$ cat src/hw/rtl/wsd_pkg.sv
// ============================================================================
// wsd_pkg: shared types and constants of the WebSocket frame deframer
// Holds the parse phases, byte kinds, event codes, opcodes and the result
// word that travels from the parser through the result queue.
// ============================================================================
package wsd_pkg;

  // Width of the kept frame length; a longer 64-bit length keeps its low bits.
  localparam int LENGTH_BITS = 64;

  // Result queue between the parser and the output channel.
  localparam int QDEPTH = 4;
  localparam int QAW    = $clog2(QDEPTH);

  // Header constants.
  localparam logic [6:0] LEN_EXT16    = 7'd126;
  localparam logic [6:0] LEN_EXT64    = 7'd127;
  localparam logic [3:0] EXT16_BYTES  = 4'd2;
  localparam logic [3:0] EXT64_BYTES  = 4'd8;
  localparam logic [3:0] MASK_BYTES   = 4'd4;

  // Frame opcodes.
  localparam logic [3:0] OP_CONT  = 4'h0;
  localparam logic [3:0] OP_TEXT  = 4'h1;
  localparam logic [3:0] OP_BIN   = 4'h2;
  localparam logic [3:0] OP_CLOSE = 4'h8;
  localparam logic [3:0] OP_PING  = 4'h9;
  localparam logic [3:0] OP_PONG  = 4'hA;

  // Message type codes.
  localparam logic [1:0] MT_NONE = 2'd0;

  typedef enum logic [2:0] {
    PH_HDR0 = 3'd0,
    PH_HDR1 = 3'd1,
    PH_EXT  = 3'd2,
    PH_MASK = 3'd3,
    PH_PAY  = 3'd4
  } phase_t;

  typedef enum logic [1:0] {
    KIND_DATA = 2'd0,
    KIND_PING = 2'd1,
    KIND_NONE = 2'd2
  } kind_t;

  typedef enum logic [2:0] {
    EV_NONE     = 3'd0,
    EV_MSG_END  = 3'd1,
    EV_CLOSE    = 3'd2,
    EV_ORPHAN   = 3'd3,
    EV_UNKNOWN  = 3'd4,
    EV_LINK     = 3'd5
  } event_t;

  typedef struct packed {
    logic [7:0] out_byte;
    kind_t      byte_kind;
    logic       frame_last;
    logic       message_last;
    logic [1:0] message_type;
    event_t     event_res;
  } res_t;

  // Write side of the result queue.
  typedef struct packed {
    logic valid;
    res_t data;
  } push_t;

endpackage

$ cat src/hw/rtl/wsd_if.sv
// ============================================================================
// wsd_if: channel interfaces of the WebSocket frame deframer
// The input channel carries link bytes, the output channel carries results.
// ============================================================================
interface wsd_in_if;
  logic       valid;
  logic       ready;
  logic [7:0] in_byte;
  logic       link_failed;

  modport source (output valid, output in_byte, output link_failed, input ready);
  modport sink   (input valid, input in_byte, input link_failed, output ready);
endinterface

interface wsd_out_if;
  logic       valid;
  logic       ready;
  logic [7:0] out_byte;
  logic [1:0] byte_kind;
  logic       frame_last;
  logic       message_last;
  logic [1:0] message_type;
  logic [2:0] event_res;

  modport source (output valid, output out_byte, output byte_kind, output frame_last,
                  output message_last, output message_type, output event_res,
                  input ready);
  modport sink   (input valid, input out_byte, input byte_kind, input frame_last,
                  input message_last, input message_type, input event_res,
                  output ready);
endinterface

$ cat src/hw/rtl/wsd_front.sv
// ============================================================================
// wsd_front: frame parser
// Accepts one link byte a cycle while the result queue has room, walks the frame
// header, unmasks payload and forms at most one result word per byte for the result queue.
// ============================================================================
module wsd_front (
  input  logic             clk,
  input  logic             rst_n,
  wsd_in_if.sink           in_ch,
  input  logic             space,
  output wsd_pkg::push_t   push
);

  wsd_pkg::phase_t                     phase_r, phase_nxt;
  logic [3:0]                          ext_r, ext_nxt;
  logic                                fin_r, fin_nxt;
  logic [3:0]                          op_r, op_nxt;
  logic                                masked_r, masked_nxt;
  logic [wsd_pkg::LENGTH_BITS-1:0]     rem_r, rem_nxt;
  logic [31:0]                         key_r, key_nxt;
  logic [1:0]                          mpos_r, mpos_nxt;
  logic                                in_msg_r, in_msg_nxt;
  logic [1:0]                          ctype_r, ctype_nxt;

  logic accept;

  assign in_ch.ready = space;
  assign accept      = in_ch.valid && space;

  always_ff @(posedge clk) begin
    if (!rst_n) begin
      phase_r  <= wsd_pkg::PH_HDR0;
      ext_r    <= '0;
      fin_r    <= 1'b0;
      op_r     <= '0;
      masked_r <= 1'b0;
      mpos_r   <= '0;
      in_msg_r <= 1'b0;
      ctype_r  <= wsd_pkg::MT_NONE;
    end else begin
      phase_r  <= phase_nxt;
      ext_r    <= ext_nxt;
      fin_r    <= fin_nxt;
      op_r     <= op_nxt;
      masked_r <= masked_nxt;
      mpos_r   <= mpos_nxt;
      in_msg_r <= in_msg_nxt;
      ctype_r  <= ctype_nxt;
    end
  end

  always_ff @(posedge clk) begin
    rem_r <= rem_nxt;
    key_r <= key_nxt;
  end

  always_comb begin
    logic [7:0]      b;
    logic [7:0]      pay_b;
    logic [7:0]      key_b;
    logic            hdr_done;
    logic            do_end;
    logic [7:0]      end_b;
    wsd_pkg::kind_t  kind;
    wsd_pkg::kind_t  end_k;
    logic [1:0]      dtype;
    logic [1:0]      mt;
    logic            ml;
    wsd_pkg::event_t ev;
    logic            im;
    logic [1:0]      ct;

    phase_nxt  = phase_r;
    ext_nxt    = ext_r;
    fin_nxt    = fin_r;
    op_nxt     = op_r;
    masked_nxt = masked_r;
    rem_nxt    = rem_r;
    key_nxt    = key_r;
    mpos_nxt   = mpos_r;
    in_msg_nxt = in_msg_r;
    ctype_nxt  = ctype_r;

    push.valid             = 1'b0;
    push.data.out_byte     = '0;
    push.data.byte_kind    = wsd_pkg::KIND_NONE;
    push.data.frame_last   = 1'b0;
    push.data.message_last = 1'b0;
    push.data.message_type = wsd_pkg::MT_NONE;
    push.data.event_res    = wsd_pkg::EV_NONE;

    b        = in_ch.in_byte;
    hdr_done = 1'b0;
    do_end   = 1'b0;
    end_b    = '0;
    end_k    = wsd_pkg::KIND_NONE;

    // Payload kind and data type of the frame now held.
    case (op_r) inside
      wsd_pkg::OP_TEXT, wsd_pkg::OP_BIN: kind = wsd_pkg::KIND_DATA;
      wsd_pkg::OP_CONT: kind = in_msg_r ? wsd_pkg::KIND_DATA : wsd_pkg::KIND_NONE;
      wsd_pkg::OP_PING: kind = wsd_pkg::KIND_PING;
      default:          kind = wsd_pkg::KIND_NONE;
    endcase
    dtype = (op_r == wsd_pkg::OP_TEXT || op_r == wsd_pkg::OP_BIN) ? op_r[1:0] : ctype_r;

    case (mpos_r)
      2'd0:    key_b = key_r[31:24];
      2'd1:    key_b = key_r[23:16];
      2'd2:    key_b = key_r[15:8];
      default: key_b = key_r[7:0];
    endcase
    pay_b = masked_r ? (b ^ key_b) : b;

    if (accept && in_ch.link_failed) begin
      push.valid          = 1'b1;
      push.data.frame_last = 1'b1;
      push.data.event_res = wsd_pkg::EV_LINK;
      phase_nxt  = wsd_pkg::PH_HDR0;
      ext_nxt    = '0;
      mpos_nxt   = '0;
      rem_nxt    = '0;
      in_msg_nxt = 1'b0;
      ctype_nxt  = wsd_pkg::MT_NONE;
    end else if (accept) begin
      unique case (phase_r)
        wsd_pkg::PH_HDR0: begin
          fin_nxt   = b[7];
          op_nxt    = b[3:0];
          phase_nxt = wsd_pkg::PH_HDR1;
        end
        wsd_pkg::PH_HDR1: begin
          masked_nxt = b[7];
          rem_nxt    = '0;
          key_nxt    = '0;
          if (b[6:0] == wsd_pkg::LEN_EXT16) begin
            ext_nxt   = wsd_pkg::EXT16_BYTES;
            phase_nxt = wsd_pkg::PH_EXT;
          end else if (b[6:0] == wsd_pkg::LEN_EXT64) begin
            ext_nxt   = wsd_pkg::EXT64_BYTES;
            phase_nxt = wsd_pkg::PH_EXT;
          end else begin
            rem_nxt = wsd_pkg::LENGTH_BITS'(b[6:0]);
            if (b[7]) begin
              ext_nxt   = wsd_pkg::MASK_BYTES;
              phase_nxt = wsd_pkg::PH_MASK;
            end else begin
              hdr_done = 1'b1;
            end
          end
        end
        wsd_pkg::PH_EXT: begin
          rem_nxt = {rem_r[wsd_pkg::LENGTH_BITS-9:0], b};
          ext_nxt = ext_r - 4'd1;
          if (ext_nxt == '0) begin
            if (masked_r) begin
              ext_nxt   = wsd_pkg::MASK_BYTES;
              phase_nxt = wsd_pkg::PH_MASK;
            end else begin
              hdr_done = 1'b1;
            end
          end
        end
        wsd_pkg::PH_MASK: begin
          key_nxt = {key_r[23:0], b};
          ext_nxt = ext_r - 4'd1;
          if (ext_nxt == '0) begin
            hdr_done = 1'b1;
          end
        end
        wsd_pkg::PH_PAY: begin
          mpos_nxt = mpos_r + 2'd1;
          rem_nxt  = rem_r - wsd_pkg::LENGTH_BITS'(1);
          if (rem_nxt == '0) begin
            do_end = 1'b1;
            end_b  = pay_b;
            end_k  = kind;
          end else if (kind != wsd_pkg::KIND_NONE) begin
            push.valid             = 1'b1;
            push.data.out_byte     = pay_b;
            push.data.byte_kind    = kind;
            push.data.message_type = (kind == wsd_pkg::KIND_DATA) ? dtype : wsd_pkg::MT_NONE;
          end
        end
        default: begin
          phase_nxt = wsd_pkg::PH_HDR0;
        end
      endcase
    end

    // Header complete: a zero-length frame ends right here.
    if (hdr_done) begin
      mpos_nxt = '0;
      if (rem_nxt == '0) begin
        do_end = 1'b1;
      end else begin
        phase_nxt = wsd_pkg::PH_PAY;
      end
    end

    mt = (end_k == wsd_pkg::KIND_DATA) ? dtype : wsd_pkg::MT_NONE;
    ml = 1'b0;
    ev = wsd_pkg::EV_NONE;
    im = in_msg_r;
    ct = ctype_r;
    case (op_r) inside
      wsd_pkg::OP_CONT, wsd_pkg::OP_TEXT, wsd_pkg::OP_BIN: begin
        if (op_r == wsd_pkg::OP_CONT && !in_msg_r) begin
          ev = wsd_pkg::EV_ORPHAN;
        end else begin
          if (op_r != wsd_pkg::OP_CONT) begin
            ct = op_r[1:0];
            im = 1'b1;
          end
          if (fin_r) begin
            ml = 1'b1;
            mt = ct;
            ev = wsd_pkg::EV_MSG_END;
            im = 1'b0;
          end
        end
      end
      wsd_pkg::OP_CLOSE: begin
        ev = wsd_pkg::EV_CLOSE;
        im = 1'b0;
      end
      wsd_pkg::OP_PING, wsd_pkg::OP_PONG: begin
        ev = wsd_pkg::EV_NONE;
      end
      default: begin
        ev = wsd_pkg::EV_UNKNOWN;
        im = 1'b0;
      end
    endcase
    if (!im) begin
      ct = wsd_pkg::MT_NONE;
    end

    if (do_end) begin
      push.valid             = 1'b1;
      push.data.out_byte     = (end_k == wsd_pkg::KIND_NONE) ? 8'd0 : end_b;
      push.data.byte_kind    = end_k;
      push.data.frame_last   = 1'b1;
      push.data.message_last = ml;
      push.data.message_type = mt;
      push.data.event_res    = ev;
      in_msg_nxt = im;
      ctype_nxt  = ct;
      phase_nxt  = wsd_pkg::PH_HDR0;
      ext_nxt    = '0;
      mpos_nxt   = '0;
    end
  end

endmodule

$ cat src/hw/rtl/wsd_queue.sv
// ============================================================================
// wsd_queue: result queue
// A short register queue between the parser and the output channel, so that
// either side can stall without stopping the other.
// ============================================================================
module wsd_queue (
  input  logic           clk,
  input  logic           rst_n,
  input  wsd_pkg::push_t push,
  output logic           space,
  wsd_out_if.source      out_ch
);

  wsd_pkg::res_t             mem_r [wsd_pkg::QDEPTH];
  logic [wsd_pkg::QAW-1:0]   wr_ptr_r, wr_ptr_nxt;
  logic [wsd_pkg::QAW-1:0]   rd_ptr_r, rd_ptr_nxt;
  logic [wsd_pkg::QAW:0]     count_r, count_nxt;
  logic                      do_push;
  logic                      do_pop;
  wsd_pkg::res_t             head;

  assign space   = (count_r != (wsd_pkg::QAW+1)'(wsd_pkg::QDEPTH));
  assign do_push = push.valid && space;
  assign do_pop  = out_ch.valid && out_ch.ready;

  always_comb begin
    wr_ptr_nxt = wr_ptr_r;
    rd_ptr_nxt = rd_ptr_r;
    count_nxt  = count_r;
    if (do_push) begin
      wr_ptr_nxt = (wr_ptr_r == wsd_pkg::QAW'(wsd_pkg::QDEPTH-1)) ? '0 :
                   wr_ptr_r + wsd_pkg::QAW'(1);
    end
    if (do_pop) begin
      rd_ptr_nxt = (rd_ptr_r == wsd_pkg::QAW'(wsd_pkg::QDEPTH-1)) ? '0 :
                   rd_ptr_r + wsd_pkg::QAW'(1);
    end
    case ({do_push, do_pop})
      2'b10:   count_nxt = count_r + (wsd_pkg::QAW+1)'(1);
      2'b01:   count_nxt = count_r - (wsd_pkg::QAW+1)'(1);
      default: count_nxt = count_r;
    endcase
  end

  always_ff @(posedge clk) begin
    if (!rst_n) begin
      wr_ptr_r <= '0;
      rd_ptr_r <= '0;
      count_r  <= '0;
    end else begin
      wr_ptr_r <= wr_ptr_nxt;
      rd_ptr_r <= rd_ptr_nxt;
      count_r  <= count_nxt;
    end
  end

  always_ff @(posedge clk) begin
    if (do_push) begin
      mem_r[wr_ptr_r] <= push.data;
    end
  end

  assign head                = mem_r[rd_ptr_r];
  assign out_ch.valid        = (count_r != '0);
  assign out_ch.out_byte     = head.out_byte;
  assign out_ch.byte_kind    = head.byte_kind;
  assign out_ch.frame_last   = head.frame_last;
  assign out_ch.message_last = head.message_last;
  assign out_ch.message_type = head.message_type;
  assign out_ch.event_res    = head.event_res;

endmodule

$ cat src/hw/rtl/websocket_frame_deframer.sv
// ============================================================================
// websocket_frame_deframer: WebSocket receive-side frame parser
// Parses link bytes into unmasked payload words with frame and message events.
// ============================================================================
// A result word is offered on out_ch in the cycle after the byte that causes
// it is accepted, or later while older words still wait in the queue.
// Throughput: one byte per cycle; the four-word result queue keeps input
// flowing while the output side stalls, and ready drops only when it is full.
// Reset (synchronous, rst_n low) returns the parser to the first header byte
// and empties the queue.
module websocket_frame_deframer (
  input  logic       clk,
  input  logic       rst_n,
  wsd_in_if.sink     in_ch,
  wsd_out_if.source  out_ch
);

  // The front end takes one word per cycle whenever the queue has room. It
  // tracks the header phase, the remaining payload length, the mask key and
  // the open-message state, and forms at most one result word per byte.
  wsd_pkg::push_t push;
  logic           space;

  wsd_front u_front (
    .clk   (clk),
    .rst_n (rst_n),
    .in_ch (in_ch),
    .space (space),
    .push  (push)
  );

  // The back end is a small queue of result words. Its head drives the
  // output channel directly, so a stalled consumer never blocks the parser
  // until the queue is full.
  wsd_queue u_queue (
    .clk    (clk),
    .rst_n  (rst_n),
    .push   (push),
    .space  (space),
    .out_ch (out_ch)
  );

endmodule

$ cat src/flat_wrapper.sv
// flat-port wrapper written by rule: the top's interface ports become plain ports
module websocket_frame_deframer_flat 
  (clk, rst_n, in_ch_valid, in_ch_in_byte, in_ch_link_failed, in_ch_ready, out_ch_valid, out_ch_out_byte, out_ch_byte_kind, out_ch_frame_last, out_ch_message_last, out_ch_message_type, out_ch_event_res, out_ch_ready);
  wsd_in_if in_ch_i ();
  wsd_out_if out_ch_i ();
  input  logic clk;
  input  logic rst_n;
  input wire logic [$bits(in_ch_i.valid)-1:0] in_ch_valid;
  input wire logic [$bits(in_ch_i.in_byte)-1:0] in_ch_in_byte;
  input wire logic [$bits(in_ch_i.link_failed)-1:0] in_ch_link_failed;
  output wire logic [$bits(in_ch_i.ready)-1:0] in_ch_ready;
  output wire logic [$bits(out_ch_i.valid)-1:0] out_ch_valid;
  output wire logic [$bits(out_ch_i.out_byte)-1:0] out_ch_out_byte;
  output wire logic [$bits(out_ch_i.byte_kind)-1:0] out_ch_byte_kind;
  output wire logic [$bits(out_ch_i.frame_last)-1:0] out_ch_frame_last;
  output wire logic [$bits(out_ch_i.message_last)-1:0] out_ch_message_last;
  output wire logic [$bits(out_ch_i.message_type)-1:0] out_ch_message_type;
  output wire logic [$bits(out_ch_i.event_res)-1:0] out_ch_event_res;
  input wire logic [$bits(out_ch_i.ready)-1:0] out_ch_ready;
  assign in_ch_i.valid = in_ch_valid;
  assign in_ch_i.in_byte = in_ch_in_byte;
  assign in_ch_i.link_failed = in_ch_link_failed;
  assign in_ch_ready = in_ch_i.ready;
  assign out_ch_valid = out_ch_i.valid;
  assign out_ch_out_byte = out_ch_i.out_byte;
  assign out_ch_byte_kind = out_ch_i.byte_kind;
  assign out_ch_frame_last = out_ch_i.frame_last;
  assign out_ch_message_last = out_ch_i.message_last;
  assign out_ch_message_type = out_ch_i.message_type;
  assign out_ch_event_res = out_ch_i.event_res;
  assign out_ch_i.ready = out_ch_ready;
  websocket_frame_deframer u_core (.clk(clk), .rst_n(rst_n), .in_ch(in_ch_i), .out_ch(out_ch_i));
endmodule
$ cat config.mk
export PLATFORM = sky130hd
export DESIGN_NAME = websocket_frame_deframer_flat
export DESIGN_NICKNAME = d
export VERILOG_FILES = /design/src/hw/rtl/wsd_pkg.sv /design/src/hw/rtl/wsd_if.sv /design/src/hw/rtl/wsd_front.sv /design/src/hw/rtl/wsd_queue.sv /design/src/hw/rtl/websocket_frame_deframer.sv /design/src/flat_wrapper.sv
export SDC_FILE = /design/constraint.sdc
export NUM_CORES = 1
export LEC_CHECK = 0
export ABC_AREA = 1
export BUFFER_PORTS_ARGS = -buffer_cell sky130_fd_sc_hd__buf_2
export CAP_MARGIN = 20
export CORE_MARGIN = 8
export CORE_UTILIZATION = 55
export DETAILED_ROUTE_END_ITERATION = 10
export GPL_ROUTABILITY_DRIVEN = 0
export MAX_ROUTING_LAYER = met4
export PLACE_DENSITY_LB_ADDON = 0.1
export SETUP_SLACK_MARGIN = 0.02
export SYNTH_ARGS = -nofsm -noshare
export SYNTH_HDL_FRONTEND = slang
export SYNTH_SLANG_ARGS = --single-unit
$ cat constraint.sdc
create_clock -name clk -period 4.4 [get_ports clk]
set_input_delay 0.44 -clock clk [delete_from_list [all_inputs] [get_ports clk]]
set_output_delay 0.44 -clock clk [all_outputs]
set_load 0.005 [all_outputs]
==> Flow_metrics.wiki <==
{| class="wikitable"
! Metric !! Value
|-
| Outcome || completed
|-
| Measured slew at the worst slew-check pin || 0.979 ns
|-
| Die outline width || 163 µm
|-
| Share of final-layout standard cells stronger than drive strength 1 || 8.27%
|-
| Number of max-cap violations || 0
|-
| Via count || 11.6k
|-
| Tightest slew margin relative to the limit || 34.7%
|-
| Via count of the first global-routing pass || 10.9k
|-
| Initial DRT Pass Iterations || 6
|-
| Root buffer cell || sky130_fd_sc_hd__clkbuf_16
|-
| Yosys warnings || 0
|-
| Cell leakage power || 6.04 nW
|-
| Combined area of the multi-input logic cells || 0.00599 mm²
|-
| PD cells || 642 mW/mm²
|-
| Count of port buffers added during placement || 31
|-
| Worst min-delay path class || input pin to flop
|-
| Commonest non-fill, non-tap cell in the layout || sky130_fd_sc_hd__nand2_1
|-
| Sink count of the clock tree || 191
|-
| Synthesized net count || 1783
|-
| Vert. Die Dim || 163 µm
|-
| Overall overflow remaining after global route || 0
|-
| Total area of sequential cells || 0.00482 mm²
|-
| Maximum clock rate || 254 MHz
|-
| Final-report setup violation count || 0
|-
| Filler cell count in the final layout || 2078
|-
| Count of final hold-check violations || 0
|-
| Crit. End Element || flop
|-
| Final Max Slew Viols || 0
|-
| Netlist cell types || 44
|-
| WP data required || 4.73 ns
|-
| Number of antenna violations at the first check in global routing || 0
|-
| CTS tree || done
|-
| Netlist area before placement || 0.0119 mm²
|-
| Worst setup skew after layout || 0.0149 ns
|-
| Total half-perimeter wirelength after legalization and detailed placement || 25900 µm
|-
| Final antenna diode count || 0
|-
| DRC violation count after routing || 0
|-
| RSZ-0062 raised after global routing || false
|-
| Pin count of the biggest net entering global routing || 55
|-
| Boundary Pins || 32
|-
| Total of flip-flops plus latches after synthesis || 191
|-
| First-pass GRT wire length || 56300 µm
|-
| Initial Util || 55.3%
|-
| Cell depth of the worst flop-to-flop path || 26
|-
| Sequential element share of the synthesized area || 40.5%
|-
| TritonCTS buffer count || 17
|-
| Sort of element at the start of the critical path || flop
|-
| Count of antenna-violating nets left after detailed routing || 0
|-
| Mapped Avg Cell Area || 6.79 µm²
|-
| # nets final || 1804
|-
| H-tree depth || 4
|-
| CP Max Fanout || 9
|-
| Clock slew at the register clock pins of the worst setup and hold paths || 0.08 ns
|-
| Vias/cell || 5.60
|-
| Worst hold path stage count || 4
|-
| Wirelength, routed || 35400 µm
|-
| Post-synthesis instance total || 1755
|-
| Per-cell routed wire length || 17.1 µm
|-
| Fraction of the cycle the final worst path needs || 89.7%
|-
| Maximum root-to-sink buffer count || 2
|-
| Shortest clock period the worst path allows after layout || 3.94 ns
|-
| Hold Slack || 0.355 ns
|-
| GRT Util Overall || 27.4%
|-
| Signal arrival time at the worst endpoint || 4.27 ns
|-
| Placement Rows || 54
|-
| Highest-count cells in the layout ignoring fill and taps || sky130_fd_sc_hd__nand2_1 (446), sky130_fd_sc_hd__nor2_1 (297), sky130_fd_sc_hd__inv_1 (228)
|-
| VDD IR max || 319 µV
|-
| Setup TNS Final || 0 ns
|-
| Worst Setup Path Type || flop to flop
|-
| Area inside the core boundary || 0.0216 mm²
|-
| Die ar. || 0.0266 mm²
|-
| Hold_buf cts || 0
|-
| Clock latency on the worst-skew pair || 0.44 ns
|-
| Number of DRC violations after detailed-routing iteration 0 || 1266
|-
| Post-synthesis to final-layout area growth || 9.52%
|}
-- state kept, by name, indices dropped and copies added (netlist names), 3 cells and up, named ones only --
signal	flops
u_core.u_front.phase_r	3
u_core.u_queue.count_r	3
u_core.u_front.rem_r	64
u_core.u_queue.mem_r	68
u_core.u_front.key_r	32
u_core.u_front.ext_r	4
u_core.u_front.op_r	4
-- power by group --
group          internal [mW]  total [mW]  switching, mW
sequential              2.20        2.66          0.459
combinational           1.24        4.04           2.80
clock                  0.846        1.67          0.825
-- Yosys cell counts (all sizes together) --
library cell / instances / area share [%]
nand2: 462 / 15
nor2: 331 / 11
inv: 234 / 7.4
a21oi: 148 / 6.2
o21ai: 122 / 5.1
edfxtp: 100 / 25
dfxtp: 91 / 15
nand3: 79 / 3.4
buf: 29 / 1.3
nand4: 22 / 1.2
clkbuf: 21 / 0.66
xor2: 19 / 1.4
and2: 18 / 0.95
o22ai: 18 / 0.95
ha: 14 / 1.5
nor3: 10 / 0.46
o21bai: 10 / 0.63
o211ai: 7 / 0.44
a211oi: 4 / 0.25
a31oi: 3 / 0.16
clkinv: 2 / 0.063
nand3b: 2 / 0.16
a21o: 1 / 0.063
a311oi: 1 / 0.074
and3: 1 / 0.053
fa: 1 / 0.17
nor4: 1 / 0.11
o2111ai: 1 / 0.074
o211a: 1 / 0.084
or2: 1 / 0.053
xnor2: 1 / 0.074
-- through the flow --
step,cells,setup slack [ns],power [mW],util [%],cell area [µm²]
finish,2069,0.455,8.38,60.5,13000
global route,2069,0.0449,8.93,60.5,13000
CTS,2064,0.331,8.20,60.3,13000
detailed placement,2032,0.358,6.52,57.3,12400
global placement,2032,0.402,6.52,57.3,12400
floorplan,1755,1.12,5.38,-,11900
-- worst max-delay path: stages (launching register included) --
cell,delay (ns)
sky130_fd_sc_hd__dfxtp_1,0.40
sky130_fd_sc_hd__nor2_1,0.17
sky130_fd_sc_hd__nand2_1,0.10
sky130_fd_sc_hd__nor2_1,0.28
sky130_fd_sc_hd__nand2_1,0.16
sky130_fd_sc_hd__nor2_4,0.22
sky130_fd_sc_hd__nand2_1,0.08
sky130_fd_sc_hd__nand2_1,0.06
sky130_fd_sc_hd__nand2_1,0.14
sky130_fd_sc_hd__o21ai_1,0.16
sky130_fd_sc_hd__nand2_1,0.09
sky130_fd_sc_hd__nand2_1,0.06
sky130_fd_sc_hd__nor2_1,0.04
sky130_fd_sc_hd__nand2_1,0.12
sky130_fd_sc_hd__nor2_1,0.10
sky130_fd_sc_hd__nand3_2,0.09
sky130_fd_sc_hd__nand2_2,0.08
sky130_fd_sc_hd__nand2_4,0.14
sky130_fd_sc_hd__inv_4,0.06
sky130_fd_sc_hd__nor2_4,0.17
sky130_fd_sc_hd__ha_1,0.17
sky130_fd_sc_hd__inv_1,0.06
sky130_fd_sc_hd__fa_1,0.37
sky130_fd_sc_hd__a21oi_1,0.14
sky130_fd_sc_hd__o21ai_0,0.12
sky130_fd_sc_hd__o21ai_0,0.17
sky130_fd_sc_hd__a21oi_1,0.05
-- kinds of logic (layout without fill, tap and decap cells) --
kind of cell | count (synthesis) | in the layout | share of synthesized area [%]
xor+xnor | 20 | 20 | 1.47
flops | 191 | 191 | 40.5
fa+ha+maj | 15 | 15 | 1.64
simple gates | 927 | 927 | 32.9
compound gates | 316 | 316 | 14.1
buf+inv | 286 | 320 | 9.44
-- per-layer routing --
| layer | wire length [µm] | track usage [%] | up-vias |
|---|---|---|---|
| li1 | - | - | 5684 |
| met1 | 14600 | 33.6 | 5220 |
| met2 | 16600 | 44.2 | 575 |
| met3 | 2850 | 3.96 | 103 |
| met4 | 1350 | 12.5 | 0 |
| met5 | 0 | - | - |
-- worst paths after layout --
| path | start | to | slack [ns] |
|---|---|---|---|
| max reg2reg | u_core.u_front.rem_r[24] | u_core.u_queue.count_r[2] | 0.46 |
| min | out_ch_ready | flop | 0.35 |
| min reg2reg | u_core.u_queue.count_r[0] | u_core.u_queue.count_r[0] | 0.45 |
| max | u_core.u_front.rem_r[24] | u_core.u_queue.count_r[2] | 0.46 |
-- layout make-up --
cell class / instances / area share, %
Timing Repair Buffer: 52 / 2.69
Clock inverter: 15 / 1.65
Sequential cell: 191 / 37.0
Clock buffer: 17 / 3.26
Inverter: 236 / 6.83
Tap cell: 280 / 2.69
Multi-Input combinational cell: 1278 / 45.9
-- timing repair --
action / 4_1_cts / 5_1_grt
resized for setup: 0 / 4
setup endpoints to repair: 0 / 2
buffers inserted: 0 / 5
(Power assumes the default switching activity.)
